## config.mk

```make
export PLATFORM = sky130hd
export DESIGN_NAME = hsi_ctrl
export DESIGN_NICKNAME = d
export VERILOG_FILES = /design/src/hw/rtl/hsi_pkg.sv /design/src/hw/rtl/hsi_ctrl.sv
export SDC_FILE = /design/constraint.sdc
export NUM_CORES = 1
export LEC_CHECK = 0
export BUFFER_PORTS_ARGS = -buffer_cell sky130_fd_sc_hd__buf_2
export CAP_MARGIN = 25
export CELL_PAD_IN_SITES_DETAIL_PLACEMENT = 1
export CELL_PAD_IN_SITES_GLOBAL_PLACEMENT = 2
export CORE_AREA = 2 2 39 41
export CTS_BUF_LIST = sky130_fd_sc_hd__clkbuf_2
export DETAILED_ROUTE_END_ITERATION = 7
export DIE_AREA = 0 0 41 43
export PLACE_DENSITY = 0.63
export RECOVER_POWER = 25
export SLEW_MARGIN = 5
export SYNTH_ARGS = -nofsm -noshare
export SYNTH_HDL_FRONTEND = slang
export SYNTH_SLANG_ARGS = --single-unit
export TNS_END_PERCENT = 5
```

## constraint.sdc

```tcl
create_clock -name clk -period 2.6 [get_ports clk]
set_input_delay 0.52 -clock clk [delete_from_list [all_inputs] [get_ports clk]]
set_output_delay 0.52 -clock clk [all_outputs]
set_load 0.05 [all_outputs]
```

## src/hw/rtl/hsi_pkg.sv

```systemverilog
`default_nettype none

package hsi_pkg;

    // Table geometry; slot indexing takes the low bits of the hash, so the size
    // is a power of two.
    localparam int SET_SIZE = 4096;
    localparam int SLOT_W   = $clog2(SET_SIZE);
    localparam int KEY_W    = 32;
    localparam int COUNT_W  = 13;

    localparam logic [KEY_W-1:0]   KEY_EMPTY     = '0;
    localparam logic [KEY_W-1:0]   KEY_ZERO_SUB  = '1;
    localparam logic [KEY_W-1:0]   HASH_MULT     = 32'd2654435761;
    localparam logic [COUNT_W-1:0] COUNT_MAX     = '1;
    localparam logic [SLOT_W-1:0]  SLOT_LAST     = SLOT_W'(SET_SIZE - 1);

    typedef logic [KEY_W-1:0]   key_t;
    typedef logic [SLOT_W-1:0]  slot_t;
    typedef logic [COUNT_W-1:0] count_t;

    typedef struct packed {
        logic clear_wr;   // write zero at the sweep address
        logic load_key;   // take the incoming request
        logic rd_en;      // read the slot under the probe pointer
        logic check;      // resolve the slot just read
        logic load_out;   // move the result into the output register
    } dp_cmd_t;

    typedef struct packed {
        logic clear_last;
        logic hit;
        logic empty;
        logic probe_last;
    } dp_status_t;

    // Only the low SLOT_W bits of the 32-bit product are needed.
    function automatic slot_t home_slot(input key_t k);
        logic [2*SLOT_W-1:0] prod;
        begin
            prod = (2*SLOT_W)'(k[SLOT_W-1:0]) * (2*SLOT_W)'(HASH_MULT[SLOT_W-1:0]);
            return prod[SLOT_W-1:0];
        end
    endfunction

endpackage

`default_nettype wire

```

## src/hw/rtl/hsi_ctrl.sv

```systemverilog
`default_nettype none

module hsi_ctrl (
    input  wire logic                 clk,
    input  wire logic                 rst_n,
    input  wire logic                 in_valid,
    output logic                      in_stall,
    output logic                      out_valid,
    input  wire logic                 out_stall,
    output hsi_pkg::dp_cmd_t          cmd,
    input  wire hsi_pkg::dp_status_t  status
);

    import hsi_pkg::*;

    localparam logic [2:0] ST_CLEAR = 3'd0;
    localparam logic [2:0] ST_IDLE  = 3'd1;
    localparam logic [2:0] ST_READ  = 3'd2;
    localparam logic [2:0] ST_CHECK = 3'd3;
    localparam logic [2:0] ST_DONE  = 3'd4;

    logic [2:0] state_reg, state_next;
    logic       out_valid_reg, out_valid_next;
    logic       out_free;
    logic       resolved;

    assign out_free = !out_valid_reg || !out_stall;
    assign resolved = status.hit || status.empty || status.probe_last;

    assign in_stall  = (state_reg != ST_IDLE);
    assign out_valid = out_valid_reg;

    assign cmd.clear_wr = (state_reg == ST_CLEAR);
    assign cmd.load_key = (state_reg == ST_IDLE) && in_valid;
    assign cmd.rd_en    = (state_reg == ST_READ);
    assign cmd.check    = (state_reg == ST_CHECK);
    assign cmd.load_out = (state_reg == ST_DONE) && out_free;

    always_comb
    begin
        state_next = state_reg;
        case (state_reg)
            ST_CLEAR:
            begin
                if (status.clear_last)
                begin
                    state_next = ST_IDLE;
                end
            end
            ST_IDLE:
            begin
                if (in_valid)
                begin
                    state_next = ST_READ;
                end
            end
            ST_READ:
            begin
                state_next = ST_CHECK;
            end
            ST_CHECK:
            begin
                state_next = resolved ? ST_DONE : ST_READ;
            end
            ST_DONE:
            begin
                if (out_free)
                begin
                    state_next = ST_IDLE;
                end
            end
            default:
            begin
                state_next = ST_CLEAR;
            end
        endcase
    end

    always_comb
    begin
        out_valid_next = out_valid_reg;
        if (cmd.load_out)
        begin
            out_valid_next = 1'b1;
        end
        else if (!out_stall)
        begin
            out_valid_next = 1'b0;
        end
    end

    always_ff @(posedge clk or negedge rst_n)
    begin
        if (!rst_n)
        begin
            state_reg     <= ST_CLEAR;
            out_valid_reg <= 1'b0;
        end
        else
        begin
            state_reg     <= state_next;
            out_valid_reg <= out_valid_next;
        end
    end

    // a taken request holds the input side off while it probes
    a_accept_then_busy: assert property (@(posedge clk) disable iff (!rst_n)
        (in_valid && !in_stall) |=> in_stall)
        else $error("input not held off after a request was taken");

    // a new result only appears from the result state
    a_result_source: assert property (@(posedge clk) disable iff (!rst_n)
        $rose(out_valid_reg) |-> $past(state_reg == ST_DONE))
        else $error("result raised outside the result state");

    // a stored key is never zero, so a slot cannot both match and be empty
    a_hit_empty_excl: assert property (@(posedge clk) disable iff (!rst_n)
        (state_reg == ST_CHECK) |-> !(status.hit && status.empty))
        else $error("slot read as both matching and empty");

    // the sweep finishes before any request is taken
    a_clear_blocks: assert property (@(posedge clk) disable iff (!rst_n)
        (state_reg == ST_CLEAR) |-> !cmd.load_key && !cmd.rd_en)
        else $error("table accessed during the clearing sweep");

endmodule

`default_nettype wire

```

# Word-level counts from Yosys, hierarchy flattened
# Cells that the tools add are included.
# word_totals
reg_bits,4
mem_bits_ro,0
latchBits,0
out_inout_bits,7
mem_count,0
input_bits,8
ram_bits,0
elab_cells,27
# op_classes
eq_ne,9
reduce_logical,9
n_addsub,0
shifts,0
magnitude_cmp,0
muxes,7
bitwise_logic,0
n_mul,0
div_mod_pow,0
# ops
operator,count
case mux 3 bit (5 select lines),1
2-to-1 mux 3 bit,4
== test 3 x 2 -> 1 bit (second input constant),2
!= test 2 x 1 -> 1 bit (second input constant),2
!= test 2 bit (second input constant),2
== test 3 x 1 -> 1 bit (second input constant),1
== test 3 bit (second input constant),1
zero test 3 bit,1
logical OR 1 bit,3
!= test 3 x 1 -> 1 bit (second input constant),1
AND reduction 3 bit,1
logical AND 1 bit,2
zero test 1 bit,2
2-to-1 mux 1 bit,2

# Longest topological paths before layout
# logic_depth
ltp_word,4
ltp_mapped,4
depth_no_buf,3

# Least setup slack after synthesis
# OpenSTA, ideal clock, no wires.
# synth_timing
path_type,flip-flop to output port
start,register state_reg[2]
end,output port cmd[3] in the netlist's numbering
slack_ps,373
required_ps,2080
stages_incl_launch_ff,4
t_arrival_ps,1707
path_buffers,0
cell_sequence,dfrtp_1 -> and2b_2 -> nand2b_1 -> nor2_1
# synth_rtl
item,line_no,source
from (decl),hsi_ctrl.sv:22,"logic [2:0] state_reg, state_next;"
from (signal assigned),hsi_ctrl.sv:101,state_reg <= state_next;
to (decl),hsi_ctrl.sv:10,"output hsi_pkg::dp_cmd_t cmd,"

==> results.toml <==
[floorplanning]
die_w_um = 41
core_area_um2 = 1380
ios = 15
start_util = 0.174
die_area_um2 = 1760
die_h_um = 43
std_cell_rows = 14

[logic_synthesis]
synth.most_common_cell = "dfrtp_1"
syn_inst = 25
synth-seq-cells = 4
netlist_area_um2 = 240
synth_top_area_cell = "dfrtp_1"
yosysWarnings = 0
synthesis.nets = 33
synthTopCellsByCount = "dfrtp_1, nand2_1, nor2_1, nor3_1, or3_1"
synthArstFlopShare = 1.00
synth_cell_type_count = 18
synth_edf_count = 0
ys.flop_type = "dfrtp_1"
synth.avg_cell_area_um2 = 9.61
synth-seq-area-share = 0.417
synth_top_area_frac = 0.417
ys_top_cells_by_area = "dfrtp_1, or3_1, buf_6, or3b_4, nor3_1"

[layout]
nets = 50
final_util = 0.235
largest_reg_flops = 3
final_layout_size_suffix_gt1_frac = 0.475
area_delta_synth_final_pct = 35.4
diodes = 0

[clock_tree]
root_buffer = "clkbuf_2"
cts_sinks = 4
clk_pin_slew_worst_paths_ns = 0.05
cts_setup_buffers = 0
cts_made_buffers = 3
htree_num_levels = 1
max-clock-path-buffers = 2
cts_tree = "yes"
hold_buffers = 0
ctsResizeCount = 0
clk_latency_ns = 0.20

[sta]
fin_crit_sh = 0.769
fmax_ghz = 0.500
drv_slew = 0
worst_pin_slew_ns = 0.253
setup_viol = 0
relSlewSlack = 0.833
hold_viol = 0
finalClockSkew_ns = 0.00655
finalSetupTns_ns = 0
rsz0062_at_grt = "false"
final.min_clock_period_ns = 2.00

[worst_setup_path]
critical-path-max-stage-delay_ns = 0.45
reg2reg_to = "state_reg[0]$_DFFE_PN0P_"
arrival_ns = 1.48
crit_type = "register to output port"
cp.depth = 3
reg2reg_slack_ns = 1.36
worst_setup_path_end_kind = "output port"
cp_data_required_time_ns = 2.08
r2r_cells = 3
path_buf_inv = 1
slowest_stage = "dfrtp_1"
path_max_fanout = 9
reg2reg_from = "state_reg[2]$_DFFE_PN0P_"
path_cells = "or3b_4, a21oi_2, buf_2"
start_kind = "register"
critPathTopFamily = "flip-flops"

[detailed_routing]
drt_iter0_markers = 2
wl_per_cell_um = 11.3
wl_um = 630
via_count = 237
viasPerCell = 4.23
ant_nets = 0
drc_errors = 0
first_pass_iters = 2

[global_routing]
grt_pass1_vias = 234
met2_usage = 0.113
grtUsageMet1 = 0.121
grtUsageMet3 = 0.0471
grt_pass1_wl_um = 1020
grt_use_total = 0.0858
grt_max_degree = 10
antenna_found_initial = 0
top_usage_layer = "met1"
overflow = 0

[placed_design]
portBuffers = 14
place_congestion = 0.715

[power_and_ir_drop]
ir_worst_vdd_mv = 0.439
power-per-cell-area_nw_per_um2 = 1580
design_power_total_mw = 0.514
p_leak_nw = 0.168

[run_status]
outcome = "completed"

[run]
maxCapViolCount = 0

[worst_hold_path]
hp-class = "input port to async pin"
-- worst register-to-register path, delay by kind of cell, from the launching register on --
| kind | cells | cell delay, ns |
|---|---|---|
| DFF | 1 | 0.44 |
| and+or+nand+nor | 2 | 0.65 |
| AOI/OAI and AO/OA | 1 | 0.03 |
-- layout by cell type (no fill, tap or decap), drive strengths merged --
| cell | count |
|---|---|
| nor3b | 1 |
| and2b | 1 |
| nand2b | 1 |
| o2bb2ai | 1 |
| a21oi | 2 |
| clkbuf | 4 |
| inv | 1 |
| nor2 | 2 |
| nor3 | 2 |
| or3 | 2 |
| nand2 | 2 |
| dfrtp | 4 |
| and2 | 1 |
| nor4b | 1 |
| or3b | 1 |
| a311oi | 1 |
| buf | 13 |
-- stage by stage --
step	cells	area [um2]	hold slack [ns]	setup WS, ns
after floorplan	25	240	0.224	0.373
after global placement	53	312	0.328	0.829
after detailed placement	53	312	0.331	0.807
after CTS	56	327	0.104	0.583
after global routing	56	325	0.143	0.529
final	56	325	0.136	0.601
-- final cells by class --
type | count | area [um2]
fill | 168 | 1060
timing repair buffer | 14 | 68.8
inverter | 1 | 3.75
tap | 16 | 20.0
sequential | 4 | 100
clock buffer | 3 | 15.0
multi-input combinational | 18 | 118
-- worst max-delay path by stage --
stage | from | to
2_1_floorplan | state_reg[2]$_DFFE_PN0P_ | cmd[3]
3_3_place_gp | state_reg[1]$_DFFE_PN0P_ | cmd[0]
3_5_place_dp | state_reg[1]$_DFFE_PN0P_ | cmd[0]
4_1_cts | state_reg[1]$_DFFE_PN0P_ | cmd[0]
5_1_grt | state_reg[1]$_DFFE_PN0P_ | cmd[0]
6_report | state_reg[1]$_DFFE_PN0P_ | cmd[0]
-- routing by layer --
layer,up-vias,part of all wire,wire [um]
met2,9,0.46,292
met5,-,0,0
met1,111,0.46,287
met3,0,0.079,50
li1,117,-,-
met4,0,0,0
-- kinds of logic (layout without fill, tap and decap cells) --
logic type,count (synthesis),count (layout),synth area share
AO/OA/AOI/OAI,4,4,0.130
buffers and inverters,3,18,0.0937
flip-flops,4,4,0.417
AND/OR/NAND/NOR,14,14,0.359
-- power breakdown --
part	total [mW]	switching [mW]	internal [mW]	leakage (nW)
sequential	0.137	0.0463	0.0907	0.0512
clock	0.0570	0.0258	0.0311	0.0125
combinational	0.320	0.227	0.0924	0.105
total	0.514	0.300	0.214	0.168
Power figures use the tool's default switching activity.
